===== config.mk =====
export PLATFORM = sky130hd
export DESIGN_NAME = polygon_edge_clipper
export DESIGN_NICKNAME = d
export VERILOG_FILES = /design/src/pec_pkg.sv /design/src/pec_div.sv /design/src/pec_datapath.sv /design/src/pec_ctrl.sv /design/src/polygon_edge_clipper.sv
export VERILOG_INCLUDE_DIRS = /design/src /design/src/src
export SDC_FILE = /design/constraint.sdc
export NUM_CORES = 1
export LEC_CHECK = 0
export BUFFER_PORTS_ARGS = -buffer_cell sky130_fd_sc_hd__buf_2
export CORE_UTILIZATION = 50
export CTS_CLUSTER_DIAMETER = 200
export DETAILED_ROUTE_END_ITERATION = 6
export GPL_TIMING_DRIVEN = 0
export PLACE_DENSITY = 0.66
export SKIP_LAST_GASP = 1
export SLEW_MARGIN = 40
export SYNTH_ARGS = -nofsm -noshare
export SYNTH_HDL_FRONTEND = slang
export SYNTH_SLANG_ARGS = --single-unit

===== constraint.sdc =====
create_clock -name clk -period 22.4 [get_ports clk]
set_input_delay 0 -clock clk [delete_from_list [all_inputs] [get_ports clk]]
set_output_delay 0 -clock clk [all_outputs]
set_load 0.02 [all_outputs]

===== src/polygon_edge_clipper_assert.svh =====
// assertion macros shared by the clipper rtl files
// expects clk and arst_n in the scope of every use
`ifndef POLYGON_EDGE_CLIPPER_ASSERT_SVH
`define POLYGON_EDGE_CLIPPER_ASSERT_SVH
`ifndef SYNTHESIS
`define PEC_ASSERT(label, expr) \
	label: assert property (@(posedge clk) disable iff (!arst_n) (expr)) \
		else $error("pec assertion failed");
`define PEC_ASSERT_IMPL(label, ante, cons) \
	label: assert property (@(posedge clk) disable iff (!arst_n) (ante) |-> (cons)) \
		else $error("pec implication failed");
`define PEC_ASSERT_NEXT(label, ante, cons) \
	label: assert property (@(posedge clk) disable iff (!arst_n) (ante) |=> (cons)) \
		else $error("pec next-cycle check failed");
`else
`define PEC_ASSERT(label, expr)
`define PEC_ASSERT_IMPL(label, ante, cons)
`define PEC_ASSERT_NEXT(label, ante, cons)
`endif
`endif


===== src/pec_pkg.sv =====
// shared types and constants of the polygon edge clipper
// no dependencies; used by every rtl module of the block except pec_div
`default_nettype none

package pec_pkg;

	localparam int COORD_BITS_DEF = 12;

	// vertex counter on the end marker, saturating
	localparam int CNT_W = 7;
	localparam logic [CNT_W-1:0] CNT_MAX = '1;

	// register reset values
	localparam int X_MIN_RST = 200;
	localparam int X_MAX_RST = 500;
	localparam int Y_MIN_RST = 100;
	localparam int Y_MAX_RST = 350;

	// configuration register indexes
	localparam int REG_IDX_W = 3;
	localparam logic [REG_IDX_W-1:0] REG_X_MIN    = 3'd0;
	localparam logic [REG_IDX_W-1:0] REG_X_MAX    = 3'd1;
	localparam logic [REG_IDX_W-1:0] REG_Y_MIN    = 3'd2;
	localparam logic [REG_IDX_W-1:0] REG_Y_MAX    = 3'd3;
	localparam logic [REG_IDX_W-1:0] REG_BOUNDARY = 3'd4;

	// boundary codes
	localparam logic [1:0] BND_LEFT   = 2'd0;
	localparam logic [1:0] BND_RIGHT  = 2'd1;
	localparam logic [1:0] BND_TOP    = 2'd2;
	localparam logic [1:0] BND_BOTTOM = 2'd3;

	typedef enum logic [3:0] {
		ST_IDLE,
		ST_EDGE,
		ST_MUL_A,
		ST_MUL_B,
		ST_SUM,
		ST_DIV_GO,
		ST_DIV_WAIT,
		ST_EMIT_X,
		ST_EMIT_V,
		ST_CLOSE,
		ST_EMIT_END
	} pec_state_t;

	typedef struct packed {
		logic take;
		logic load_close;
		logic mul_a;
		logic mul_b;
		logic sum;
		logic div_start;
		logic emit_isect;
		logic emit_vtx;
		logic emit_end;
		logic run_last;
	} pec_cmd_t;

	typedef struct packed {
		logic have_first;
		logic item_last;
		logic in_a;
		logic in_c;
		logic div_busy;
		logic out_free;
	} pec_stat_t;

endpackage

`default_nettype wire


===== src/pec_div.sv =====
// signed shift-subtract divider, one quotient bit per cycle, truncates toward zero
// depends on the assertion header only
`default_nettype none
`include "polygon_edge_clipper_assert.svh"

module pec_div #(
	parameter int NW = 27,
	parameter int DW = 13,
	parameter int QW = 12
) (
	input  logic                 clk,
	input  logic                 arst_n,
	input  logic                 start,
	input  logic signed [NW-1:0] num,
	input  logic signed [DW-1:0] den,
	output logic                 busy,
	output logic signed [QW-1:0] quo
);

	localparam int CW = $clog2(QW + 1);

	logic [NW-1:0] rem_q;
	logic [NW-1:0] dsh_q;
	logic [QW-1:0] q_q;
	logic          neg_q;
	logic [CW-1:0] cnt_q;
	logic          busy_q;
	logic [NW-1:0] num_mag;
	logic [DW-1:0] den_mag;
	logic          ge;

	assign num_mag = num[NW-1] ? (~num + 1'b1) : num;
	assign den_mag = den[DW-1] ? (~den + 1'b1) : den;
	assign ge      = rem_q >= dsh_q;

	always_ff @(posedge clk or negedge arst_n) begin
		if (!arst_n) begin
			busy_q <= 1'b0;
			cnt_q  <= '0;
		end else if (start) begin
			busy_q <= 1'b1;
			cnt_q  <= CW'(QW);
		end else if (busy_q) begin
			cnt_q <= cnt_q - 1'b1;
			if (cnt_q == CW'(1))
				busy_q <= 1'b0;
		end
	end

	always_ff @(posedge clk) begin
		if (start) begin
			rem_q <= num_mag;
			dsh_q <= NW'(den_mag) << (QW - 1);
			q_q   <= '0;
			neg_q <= num[NW-1] ^ den[DW-1];
		end else if (busy_q) begin
			if (ge)
				rem_q <= rem_q - dsh_q;
			q_q   <= {q_q[QW-2:0], ge};
			dsh_q <= dsh_q >> 1;
		end
	end

	assign busy = busy_q;
	assign quo  = neg_q ? (~q_q + 1'b1) : q_q;

	`PEC_ASSERT(a_div_no_restart, !(start && busy_q))
	`PEC_ASSERT_IMPL(a_div_cnt_live, busy_q, cnt_q != '0)

endmodule

`default_nettype wire


===== src/pec_datapath.sv =====
// clipper datapath: window registers, vertex registers, shared multiplier,
// divider and output register; depends on pec_pkg and pec_div
`default_nettype none
`include "polygon_edge_clipper_assert.svh"

module pec_datapath #(
	parameter int COORD_BITS = pec_pkg::COORD_BITS_DEF
) (
	input  logic                               clk,
	input  logic                               arst_n,
	input  logic                               cfg_we,
	input  logic [pec_pkg::REG_IDX_W-1:0]      cfg_index,
	input  logic [COORD_BITS-1:0]              cfg_data,
	input  logic signed [COORD_BITS-1:0]       in_x,
	input  logic signed [COORD_BITS-1:0]       in_y,
	input  logic                               in_last,
	input  pec_pkg::pec_cmd_t                  cmd,
	output pec_pkg::pec_stat_t                 stat,
	output logic [COORD_BITS-1:0]              out_x,
	output logic [COORD_BITS-1:0]              out_y,
	output logic                               out_end,
	output logic [pec_pkg::CNT_W-1:0]          out_cnt,
	output logic                               out_last,
	output logic                               out_valid,
	input  logic                               out_ready
);

	import pec_pkg::*;

	localparam int C  = COORD_BITS;
	localparam int DW = C + 1;
	localparam int PW = 2 * C + 2;
	localparam int NW = 2 * C + 3;

	logic signed [C-1:0]  xmin_q, xmax_q, ymin_q, ymax_q;
	logic [1:0]           bnd_q;
	logic signed [C-1:0]  first_x_q, first_y_q, prev_x_q, prev_y_q;
	logic signed [C-1:0]  e1x_q, e1y_q, e2x_q, e2y_q;
	logic                 have_first_q, last_q;
	logic signed [PW-1:0] pa_q, pb_q;
	logic signed [NW-1:0] num_q;
	logic [CNT_W-1:0]     cnt_q;
	logic [C-1:0]         ox_q, oy_q;
	logic                 oend_q, olast_q, ov_q;
	logic [CNT_W-1:0]     ocnt_q;

	logic                 in_a, in_c, horiz, den_zero, div_busy, any_emit;
	logic signed [C-1:0]  bnd_val, u1, v1, u2, v2, div_quo, isect_v, ix, iy;
	logic signed [DW-1:0] den, du, dv, ma, mb;
	logic signed [PW-1:0] prod;

	// inside tests of both edge endpoints against the selected boundary
	always_comb begin
		case (bnd_q)
			BND_LEFT: begin
				in_a    = e1x_q >= xmin_q;
				in_c    = e2x_q >= xmin_q;
				bnd_val = xmin_q;
			end
			BND_RIGHT: begin
				in_a    = e1x_q <= xmax_q;
				in_c    = e2x_q <= xmax_q;
				bnd_val = xmax_q;
			end
			BND_TOP: begin
				in_a    = e1y_q <= ymax_q;
				in_c    = e2y_q <= ymax_q;
				bnd_val = ymax_q;
			end
			default: begin
				// bottom
				in_a    = e1y_q >= ymin_q;
				in_c    = e2y_q >= ymin_q;
				bnd_val = ymin_q;
			end
		endcase
	end

	// u runs across the boundary, v along it
	assign horiz = (bnd_q == BND_LEFT) || (bnd_q == BND_RIGHT);
	assign u1    = horiz ? e1x_q : e1y_q;
	assign v1    = horiz ? e1y_q : e1x_q;
	assign u2    = horiz ? e2x_q : e2y_q;
	assign v2    = horiz ? e2y_q : e2x_q;

	assign den = DW'(u2) - DW'(u1);
	assign du  = DW'(bnd_val) - DW'(u1);
	assign dv  = DW'(v2) - DW'(v1);

	// one multiplier: v1*den first, then dv*du
	assign ma   = cmd.mul_b ? dv : DW'(v1);
	assign mb   = cmd.mul_b ? du : den;
	assign prod = ma * mb;

	always_ff @(posedge clk) begin
		if (cmd.mul_a)
			pa_q <= prod;
		if (cmd.mul_b)
			pb_q <= prod;
		if (cmd.sum)
			num_q <= NW'(pa_q) + NW'(pb_q);
	end

	pec_div #(
		.NW(NW),
		.DW(DW),
		.QW(C)
	) u_div (
		.clk   (clk),
		.arst_n(arst_n),
		.start (cmd.div_start),
		.num   (num_q),
		.den   (den),
		.busy  (div_busy),
		.quo   (div_quo)
	);

	assign den_zero = den == '0;
	assign isect_v  = den_zero ? v1 : div_quo;
	assign ix       = horiz ? bnd_val : isect_v;
	assign iy       = horiz ? isect_v : bnd_val;

	// window registers
	always_ff @(posedge clk or negedge arst_n) begin
		if (!arst_n) begin
			xmin_q <= C'(X_MIN_RST);
			xmax_q <= C'(X_MAX_RST);
			ymin_q <= C'(Y_MIN_RST);
			ymax_q <= C'(Y_MAX_RST);
			bnd_q  <= BND_LEFT;
		end else if (cfg_we) begin
			case (cfg_index)
				REG_X_MIN:    xmin_q <= cfg_data;
				REG_X_MAX:    xmax_q <= cfg_data;
				REG_Y_MIN:    ymin_q <= cfg_data;
				REG_Y_MAX:    ymax_q <= cfg_data;
				REG_BOUNDARY: bnd_q  <= cfg_data[1:0];
				default: ;
			endcase
		end
	end

	// vertex registers
	always_ff @(posedge clk) begin
		if (cmd.take) begin
			e1x_q    <= have_first_q ? prev_x_q : in_x;
			e1y_q    <= have_first_q ? prev_y_q : in_y;
			e2x_q    <= in_x;
			e2y_q    <= in_y;
			prev_x_q <= in_x;
			prev_y_q <= in_y;
			last_q   <= in_last;
			if (!have_first_q) begin
				first_x_q <= in_x;
				first_y_q <= in_y;
			end
		end else if (cmd.load_close) begin
			e1x_q <= e2x_q;
			e1y_q <= e2y_q;
			e2x_q <= first_x_q;
			e2y_q <= first_y_q;
		end
	end

	assign any_emit = cmd.emit_isect || cmd.emit_vtx || cmd.emit_end;

	always_ff @(posedge clk or negedge arst_n) begin
		if (!arst_n) begin
			have_first_q <= 1'b0;
			cnt_q        <= '0;
			ov_q         <= 1'b0;
		end else begin
			if (cmd.take)
				have_first_q <= 1'b1;
			else if (cmd.emit_end)
				have_first_q <= 1'b0;
			if (cmd.emit_end)
				cnt_q <= '0;
			else if ((cmd.emit_isect || cmd.emit_vtx) && cnt_q != CNT_MAX)
				cnt_q <= cnt_q + 1'b1;
			if (any_emit)
				ov_q <= 1'b1;
			else if (out_ready)
				ov_q <= 1'b0;
		end
	end

	always_ff @(posedge clk) begin
		if (cmd.emit_isect) begin
			ox_q    <= ix;
			oy_q    <= iy;
			oend_q  <= 1'b0;
			ocnt_q  <= '0;
			olast_q <= cmd.run_last;
		end else if (cmd.emit_vtx) begin
			ox_q    <= e2x_q;
			oy_q    <= e2y_q;
			oend_q  <= 1'b0;
			ocnt_q  <= '0;
			olast_q <= cmd.run_last;
		end else if (cmd.emit_end) begin
			ox_q    <= '0;
			oy_q    <= '0;
			oend_q  <= 1'b1;
			ocnt_q  <= cnt_q;
			olast_q <= 1'b1;
		end
	end

	assign stat.have_first = have_first_q;
	assign stat.item_last  = last_q;
	assign stat.in_a       = in_a;
	assign stat.in_c       = in_c;
	assign stat.div_busy   = div_busy;
	assign stat.out_free   = !ov_q || out_ready;

	assign out_x     = ox_q;
	assign out_y     = oy_q;
	assign out_end   = oend_q;
	assign out_cnt   = ocnt_q;
	assign out_last  = olast_q;
	assign out_valid = ov_q;

	`PEC_ASSERT_IMPL(a_isect_nonzero_den, cmd.emit_isect, !den_zero)
	`PEC_ASSERT_IMPL(a_emit_has_room, any_emit, !ov_q || out_ready)

endmodule

`default_nettype wire


===== src/pec_ctrl.sv =====
// clipper controller: walks each vertex through edge test, intersection and emits
// depends on pec_pkg
`default_nettype none
`include "polygon_edge_clipper_assert.svh"

module pec_ctrl (
	input  logic               clk,
	input  logic               arst_n,
	input  logic               in_valid,
	input  logic               in_last,
	output logic               in_ready,
	input  pec_pkg::pec_stat_t stat,
	output pec_pkg::pec_cmd_t  cmd
);

	import pec_pkg::*;

	pec_state_t state_q, state_nxt, done_nxt;
	logic       closing_q;

	// where to go once the current edge has produced its results
	assign done_nxt = closing_q ? ST_EMIT_END : (stat.item_last ? ST_CLOSE : ST_IDLE);

	always_ff @(posedge clk or negedge arst_n) begin
		if (!arst_n) begin
			state_q   <= ST_IDLE;
			closing_q <= 1'b0;
		end else begin
			state_q <= state_nxt;
			if (state_q == ST_CLOSE)
				closing_q <= 1'b1;
			else if (state_q == ST_EMIT_END && stat.out_free)
				closing_q <= 1'b0;
		end
	end

	always_comb begin
		state_nxt = state_q;
		cmd       = '0;
		in_ready  = 1'b0;
		case (state_q)
			ST_IDLE: begin
				in_ready = 1'b1;
				if (in_valid) begin
					cmd.take = 1'b1;
					// first vertex of a polygon forms no edge
					if (stat.have_first)
						state_nxt = ST_EDGE;
					else if (in_last)
						state_nxt = ST_CLOSE;
				end
			end
			ST_EDGE: begin
				if (stat.in_a && stat.in_c)
					state_nxt = ST_EMIT_V;
				else if (stat.in_a || stat.in_c)
					state_nxt = ST_MUL_A;
				else
					state_nxt = done_nxt;
			end
			ST_MUL_A: begin
				cmd.mul_a = 1'b1;
				state_nxt = ST_MUL_B;
			end
			ST_MUL_B: begin
				cmd.mul_b = 1'b1;
				state_nxt = ST_SUM;
			end
			ST_SUM: begin
				cmd.sum   = 1'b1;
				state_nxt = ST_DIV_GO;
			end
			ST_DIV_GO: begin
				cmd.div_start = 1'b1;
				state_nxt     = ST_DIV_WAIT;
			end
			ST_DIV_WAIT: begin
				if (!stat.div_busy)
					state_nxt = ST_EMIT_X;
			end
			ST_EMIT_X: begin
				if (stat.out_free) begin
					cmd.emit_isect = 1'b1;
					// exit crossing ends the item's results unless a close follows
					cmd.run_last   = !stat.item_last && !stat.in_c;
					state_nxt      = stat.in_c ? ST_EMIT_V : done_nxt;
				end
			end
			ST_EMIT_V: begin
				if (stat.out_free) begin
					cmd.emit_vtx = 1'b1;
					cmd.run_last = !stat.item_last;
					state_nxt    = done_nxt;
				end
			end
			ST_CLOSE: begin
				cmd.load_close = 1'b1;
				state_nxt      = ST_EDGE;
			end
			ST_EMIT_END: begin
				if (stat.out_free) begin
					cmd.emit_end = 1'b1;
					state_nxt    = ST_IDLE;
				end
			end
			default: state_nxt = ST_IDLE;
		endcase
	end

	`PEC_ASSERT_NEXT(a_div_launch, state_q == ST_DIV_GO, stat.div_busy)
	`PEC_ASSERT_IMPL(a_close_only_last, closing_q, stat.item_last)

endmodule

`default_nettype wire


===== src/polygon_edge_clipper.sv =====
// top level of the polygon edge clipper: one boundary pass over a vertex stream
// depends on pec_pkg, pec_ctrl, pec_datapath, pec_div
//
// channel   | direction | handshake                    | payload
// s_axis    | in        | s_axis_tvalid/s_axis_tready  | vertex, tlast marks final vertex
// m_axis    | out       | m_axis_tvalid/m_axis_tready  | clipped vertex or end marker
// cfg       | in        | cfg_valid/cfg_ready          | register index and data
//
// a first vertex is only stored; an edge with no crossing passes the edge test, then an
// endpoint emit when both ends are inside; a crossing edge adds two multiplies, a sum and
// the shift-subtract divider that retires one quotient bit per cycle before its crossing emit
// and any endpoint emit; the final vertex adds a step to load the closing edge, that edge's
// steps and the end marker emit
// reset is asynchronous and needs no clearing pass; a stalled output holds the
// controller at its next emit, while a new vertex is taken with a result still waiting
`default_nettype none

module polygon_edge_clipper #(
	parameter int  COORD_BITS = pec_pkg::COORD_BITS_DEF,
	localparam int IN_W       = ((2 * COORD_BITS + 7) / 8) * 8,
	localparam int OUT_W      = ((2 * COORD_BITS + pec_pkg::CNT_W + 7) / 8) * 8
) (
	input  logic                          clk,
	input  logic                          arst_n,
	input  logic                          s_axis_tvalid,
	output logic                          s_axis_tready,
	input  logic [IN_W-1:0]               s_axis_tdata,  // vertex_x, vertex_y
	input  logic                          s_axis_tlast,  // is_last
	output logic                          m_axis_tvalid,
	input  logic                          m_axis_tready,
	output logic [OUT_W-1:0]              m_axis_tdata,  // out_x, out_y, vertex_count
	output logic                          m_axis_tuser,  // is_end_marker
	output logic                          m_axis_tlast,  // run_last
	input  logic                          cfg_valid,
	output logic                          cfg_ready,
	input  logic [pec_pkg::REG_IDX_W-1:0] cfg_index,
	input  logic [COORD_BITS-1:0]         cfg_data
);

	import pec_pkg::*;

	pec_cmd_t                cmd;
	pec_stat_t               stat;
	logic [COORD_BITS-1:0]   out_x, out_y;
	logic [CNT_W-1:0]        out_cnt;

	assign cfg_ready = 1'b1;

	pec_ctrl u_ctrl (
		.clk     (clk),
		.arst_n  (arst_n),
		.in_valid(s_axis_tvalid),
		.in_last (s_axis_tlast),
		.in_ready(s_axis_tready),
		.stat    (stat),
		.cmd     (cmd)
	);

	pec_datapath #(
		.COORD_BITS(COORD_BITS)
	) u_dp (
		.clk      (clk),
		.arst_n   (arst_n),
		.cfg_we   (cfg_valid && cfg_ready),
		.cfg_index(cfg_index),
		.cfg_data (cfg_data),
		.in_x     (s_axis_tdata[COORD_BITS-1:0]),
		.in_y     (s_axis_tdata[2*COORD_BITS-1:COORD_BITS]),
		.in_last  (s_axis_tlast),
		.cmd      (cmd),
		.stat     (stat),
		.out_x    (out_x),
		.out_y    (out_y),
		.out_end  (m_axis_tuser),
		.out_cnt  (out_cnt),
		.out_last (m_axis_tlast),
		.out_valid(m_axis_tvalid),
		.out_ready(m_axis_tready)
	);

	assign m_axis_tdata = OUT_W'({out_cnt, out_y, out_x});

endmodule

`default_nettype wire

==> results of run 1 <==
Yosys cell counts (19+ instances only):
library cell    n
inv_1         295
nand2_1       260
ha_1          249
edfxtp_1      242
nor2_1        221
o21ai_0       188
fa_1          168
a21oi_1       137
xnor2_1       100
mux2i_1        87
clkbuf_1       84
mux2_2         64
dfrtp_1        51
nand3_1        51
xor2_1         51
nand2b_1       50
a21o_1         41
nor3_1         40
nor2b_1        38
dfxtp_1        31
nand4_1        27
or3_1          25
a211oi_1       24
o31ai_1        23
or4_1          20
o21a_1         19
layer usage:
metal | share of wire (%) | GRT usage (%)
met1 | 46 | 40.9
met2 | 44 | 45.1
met3 | 7.5 | 5.90
met4 | 2.5 | 7.93
met5 | 0.089 | 0.866
worst min path at each step:
stage / cells past startpoint / endpoint / startpoint / slack [ns]
after floorplan: 0 / u_ctrl.closing_q / arst_n / -0.30
after global placement: 1 / u_dp.last_q / s_axis_tlast / 0.22
after detailed placement: 1 / u_dp.have_first_q / arst_n / -0.10
after CTS: 3 / u_dp.first_x_q[1] / s_axis_tvalid / 0.01
after global routing: 3 / u_dp.first_x_q[1] / s_axis_tvalid / 0.03
final: 3 / u_dp.first_x_q[1] / s_axis_tvalid / 0.04
final cells by class:
type                            count  area [um2]  share of cell area (%)
Inverter                          295        1110                    3.52
Antenna cell                        2        5.00                  0.0159
Clock buffer                       54        1030                    3.28
Sequential cell                   342        9640                    30.7
Tap cell                          748         936                    2.98
Multi-Input combinational cell   2107       17000                    54.2
Clock inverter                     15         164                   0.521
Buffer                            105         443                    1.41
Timing Repair Buffer              143        1070                    3.39
critical path, delay by kind of cell, from the launching register on:
kind                     cells  cell delay, ns
flip-flops                   1            0.32
buffers and inverters        9            2.57
AND/OR/NAND/NOR              8            1.56
XOR/XNOR                     1            0.30
AO/OA/AOI/OAI                8            2.47
adder cells (fa/ha/maj)      9            4.09
kinds of logic after synthesis:
| logic type | after synthesis | synth area share [%] |
|---|---|---|
| AND/OR/NAND/NOR | 811 | 13.6 |
| AO/OA/AOI/OAI | 562 | 12.4 |
| adder cells (fa/ha/maj) | 420 | 23.1 |
| buffers and inverters | 400 | 5.49 |
| flip-flops | 342 | 34.2 |
| multiplexers | 160 | 6.33 |
| XOR/XNOR | 152 | 4.75 |
| other | 2 | 0.0267 |
state kept, by name, indices dropped and copies added (netlist names), 4 cells and up:
signal and flops:
u_dp.num_q 27, u_dp.u_div.rem_q 27, u_dp.pa_q 26, u_dp.pb_q 26
u_dp.u_div.dsh_q 24, u_dp.e1x_q 12, u_dp.e1y_q 12, u_dp.e2x_q 12
u_dp.e2y_q 12, u_dp.first_x_q 12, u_dp.first_y_q 12, u_dp.out_x 12
u_dp.out_y 12, u_dp.prev_x_q 12, u_dp.prev_y_q 12, u_dp.u_div.q_q 12
u_dp.xmax_q 12, u_dp.xmin_q 12, u_dp.ymax_q 12, u_dp.ymin_q 12
u_dp.cnt_q 7, u_dp.out_cnt 7, u_ctrl.state_q 4, u_dp.u_div.cnt_q 4
stage by stage:
stage	utilization, %	setup slack [ns]	cells	hold slack [ns]
after floorplan	-	13.09	2849	-0.296
after global placement	53.2	11.00	3676	0.218
after detailed placement	53.7	11.12	3692	-0.104
after CTS	56.7	11.07	3809	0.0116
after global routing	56.7	10.44	3809	0.0300
final	56.7	10.89	3811	0.0382
repair_timing:
action	4_1_cts	5_1_grt
hold buffers	48	0
hold endpoints to repair	219	0
resized for setup	0	0
==> run metrics, run 1 <==
wire length of the first global-routing pass=126000 um; Max stage delay cell, worst path=clkbuf_1; CP dominant cell by count=fa_1; end of the worst register-to-register path=u_dp.pb_q[24]; vias=22200; number of enable-type register cells in the synthesized netlist=242; Post CTS Setup Buffer Count=0; global-route total usage across every layer=29.0%; sum of routed wire length over all layers=80700 um; result of the run=finished, final reports clean; number of failing setup endpoints in the final timing report=0; Cell Area, Synth=28200 um2; accumulated negative setup slack=0 ns; Die W=239 um; mean area per synthesized cell=9.88 um2; residual antenna-violating net count after detailed routing=0; top library cells by usage in the layout, fill and taps aside=294 x inv_1, 260 x nand2_1, 249 x ha_1; syn nets=3311; area of the core=55400 um2; TritonCTS clock tree=built; number of buffers on the longest clock path=3; slew at the pin with the worst max-slew slack=0.915 ns; Setup crit start kind=flop; number of standard-cell rows in the floorplan=86; most frequent standard cell in the layout excluding fill and tap cells=inv_1; largest cells by area after synthesis=edfxtp_1 26%, fa_1 12%, ha_1 11%; Clock Skews=0.0282 ns; portion of synthesized cell area occupied by the leading cell type=25.8%; Max Transition Viols Final=0; wire per inst=21.2 um; RSZ-0062 raised after global routing=false; Max-cap violations=0; crit path launch=u_dp.bnd_q[1]; num ports=82; Critical path destination=u_dp.pb_q[24]; Syn. warnings=0; highest achievable clock rate=0.0869 GHz; synthesized instance count=2849; number of antenna violations at the first check in global routing=1; Port Buffer Count=79; proportion of layout cells with a drive suffix above 1=9.51%; async set-reset flop share out of synthesis=20.2%; final global-route overflow total=0; Die Y=239 um; dpl cell area=29700 um2; Clock transition at path regs=0.06 ns; count of unique library cells instantiated by Yosys=89; setup slack, reg-to-reg=10.89 ns; Die Area=57300 um2; share of the yosys chip area belonging to registers=34.2%; reg2reg start=u_dp.bnd_q[1]; initial core utilization=50.8%; Main synth FF type=edfxtp_1; category of the critical setup timing path=reg -> reg; placed wire-length estimate=63800 um; final clock period utilization by the worst path=51.4%; length in cells of the worst reg-to-reg path=35; Synth-to-Final Area Change=11.7%; largest net degree at the start of global routing=43; Worst Hold Class=in -> reg; clock latency reported for the late side of the worst-skew pair=0.59 ns; Setup crit end kind=flop; total of flip-flops plus latches after synthesis=342; post-synthesis cell type with the largest combined area=edfxtp_1; final count of hold timing violations=0; Slew HR=37.3%; Arr. time, crit path=11.92 ns; crit-path max FO=10; number of iterations in the first detailed-routing pass=7; TritonCTS sink count=342; H-tree depth reported by CTS=2; Num CTS Buffers=39; clock tree root buffer cell=clkbuf_16; number of design-rule violations left by the first detailed-router iteration=1802; DRC viols=0; count of filler cells inserted in the layout=4866; worst path required time=22.81 ns; biggest cell delay along the critical path=0.69 ns; per-cell via count in the routed design=5.82; clock period minus final worst setup slack=11.51 ns; final net count=3495; Layout Cell Area excl Fill=31400 um2; placer's final routability congestion estimate=0.982; number of global-route vias before repair=22100
Power of run 1 is not shown: default switching activity piles up to over one toggle a cycle in this logic, so the estimate is an artifact.
==> run 2, diff against run 1 <==
Settings changed: ABC_AREA from default to 1.
Clock period 22.4 ns to 12.1 ns, I/O delays scaled along.
==> run metrics, run 2 <==
result of the run=finished, final reports clean; FF+latch area=9640 um2; worst hold slack=0.159 ns; Port Buffer Count=79; final global-route overflow total=0; count of cells resized by post-cts repair=0; count of filler cells inserted in the layout=5260; number of standard-cell rows in the floorplan=87; TritonCTS sink count=342; setup slack, reg-to-reg=1.32 ns; worst path required time=12.40 ns; final net count=4179; final clock period utilization by the worst path=89.1%; Worst Hold Class=in -> reg; Slew HR=39.5%; logic depth of the worst setup path including buffers=32; Setup crit start kind=flop; antenna cells=0; final count of hold timing violations=0; biggest cell delay along the critical path=0.86 ns; Die Area=58500 um2; number of global-route vias before repair=23600; per-cell via count in the routed design=5.46; share of the yosys chip area belonging to registers=33.5%; residual antenna-violating net count after detailed routing=0; reg2reg start=u_dp.bnd_q[1]; vias=24600; Num CTS Buffers=41; DRC viols=0; H-tree depth reported by CTS=2; synthesized instance count=3539; category of the critical setup timing path=reg -> reg; number of antenna violations at the first check in global routing=0; Setup crit end kind=flop; placed wire-length estimate=69200 um; crit-path leading delay family=adder cells; wire per inst=19.1 um; wire length of the first global-routing pass=134000 um; clock latency reported for the late side of the worst-skew pair=0.58 ns; count of unique library cells instantiated by Yosys=60; global-route total usage across every layer=29.8%; async set-reset flop share out of synthesis=20.2%; Max stage delay cell, worst path=fa_1; number of enable-type register cells in the synthesized netlist=242; num ports=82; largest cells by area after synthesis=edfxtp_1 25%, fa_1 12%, ha_1 11%; portion of synthesized cell area occupied by the leading cell type=25.3%; largest net degree at the start of global routing=59; placer's final routability congestion estimate=1.01; crit path launch=u_dp.bnd_q[1]; highest achievable clock rate=0.0927 GHz; Max-cap violations=0; number of buffers on the longest clock path=3; Arr. time, crit path=11.08 ns; CP dominant cell by count=fa_1; slew at the pin with the worst max-slew slack=0.899 ns; combined buffer and inverter count along the critical path=9; total of flip-flops plus latches after synthesis=342; RSZ-0062 raised after global routing=false; mean area per synthesized cell=8.12 um2; accumulated negative setup slack=0 ns; clock period minus final worst setup slack=10.78 ns; sum of routed wire length over all layers=86200 um; most frequent standard cell in the layout excluding fill and tap cells=nand2_1; biggest regs=u_dp.num_q (27), u_dp.u_div.rem_q (27); syn nets=4001; length in cells of the worst reg-to-reg path=32; Cell Area, Synth=28800 um2; Die Y=242 um; number of design-rule violations left by the first detailed-router iteration=2229; cell types with the highest counts after synthesis=767 x nand2_1, 612 x inv_1, 313 x o21ai_0; Die W=242 um; Clock transition at path regs=0.06 ns; number of failing setup endpoints in the final timing report=0; Critical path destination=u_dp.pa_q[25]; top library cells by usage in the layout, fill and taps aside=764 x nand2_1, 612 x inv_1, 306 x o21ai_0; end of the worst register-to-register path=u_dp.pa_q[25]; area of the core=56600 um2; TritonCTS clock tree=built; crit-path max FO=10; cell with the most instances after synthesis=nand2_1; clock tree root buffer cell=clkbuf_16; number of iterations in the first detailed-routing pass=5; Synth-to-Final Area Change=11.8%; Max Transition Viols Final=0; Main synth FF type=edfxtp_1; Clock Skews=0.0312 ns; proportion of layout cells with a drive suffix above 1=6.75%; post-synthesis cell type with the largest combined area=edfxtp_1; Syn. warnings=0; initial core utilization=50.8%; Multi-input gate area=16400 um2
==> run 2: cell count changes in the layout (fill, tap and decap cells not counted), moves of 38 or more <==
cell      change
mux2i_1      -84
mux2_2       -63
nor2b_1      -38
nand3_1     +126
inv_1       +318
nand2b_1     -50
xnor2_1      -73
nand2_1     +504
a21oi_1      +51
o21ai_0     +123
==> run 2: cell families after synthesis <==
| logic type | count (synthesis) | synth area share [%] |
|---|---|---|
| simple gates | 1318 | 19.2 |
| buf+inv | 717 | 9.47 |
| compound gates | 653 | 12.5 |
| fa+ha+maj | 417 | 22.5 |
| flops | 342 | 33.5 |
| xor+xnor | 89 | 2.74 |
| other cells | 2 | 0.0261 |
| mux | 1 | 0.0392 |
==> run 2: worst min-delay path, stage by stage <==
cell	delay [ns]
buf_2	0.10
inv_1	0.08
nor2_2	0.13
inv_1	0.17
nand2_1	0.07
o21ai_0	0.06
==> run 2: routing by layer <==
layer  global-route usage (%)  up-vias  part of all wire [%]
met4                     8.04        0                   2.5
met2                     45.3      954                    43
met5                        0        -                     0
li1                         -    12000                     -
met1                     42.4    11500                    44
met3                     7.26      141                   9.8
==> run 2: area by class of cell <==
type | count | area share, %
Multi-Input combinational cell | 2480 | 51.1
Sequential cell | 342 | 30.0
Inverter | 630 | 7.35
Clock buffer | 58 | 3.62
Timing Repair Buffer | 135 | 3.19
Tap cell | 756 | 2.94
Buffer | 87 | 1.15
Clock inverter | 18 | 0.634
==> run 2: stage by stage <==
step / setup WS (ns) / utilization (%) / cell area, um2 / instances
floorplan: 3.58 / - / 28800 / 3539
global placement: 1.51 / 53.2 / 30100 / 4374
detailed placement: 1.49 / 53.5 / 30300 / 4380
CTS: 1.41 / 56.8 / 32100 / 4506
global route: 0.551 / 56.8 / 32200 / 4506
finish: 1.32 / 56.8 / 32200 / 4506
==> run 2: how the worst min path moves through the flow <==
stage / slack [ns] / start / cells after the start / end
after detailed placement: -0.18 / arst_n / 1 / u_dp.xmin_q[4]
after global placement: 0.20 / s_axis_tdata[7] / 1 / u_dp.prev_x_q[7]
final: 0.16 / s_axis_tvalid / 6 / u_dp.e2x_q[11]
after global routing: 0.18 / s_axis_tdata[10] / 2 / u_dp.first_x_q[10]
after floorplan: -0.30 / arst_n / 0 / u_ctrl.closing_q
after CTS: 0.14 / s_axis_tvalid / 6 / u_dp.e2x_q[11]
==> run 2: what timing repair did <==
item | 4_1_cts | 5_1_grt
hold buffers | 50 | 0
endpoints found under the hold margin | 217 | 0
setup buffers | 0 | 0
Power of run 2 is left out for the same reason.
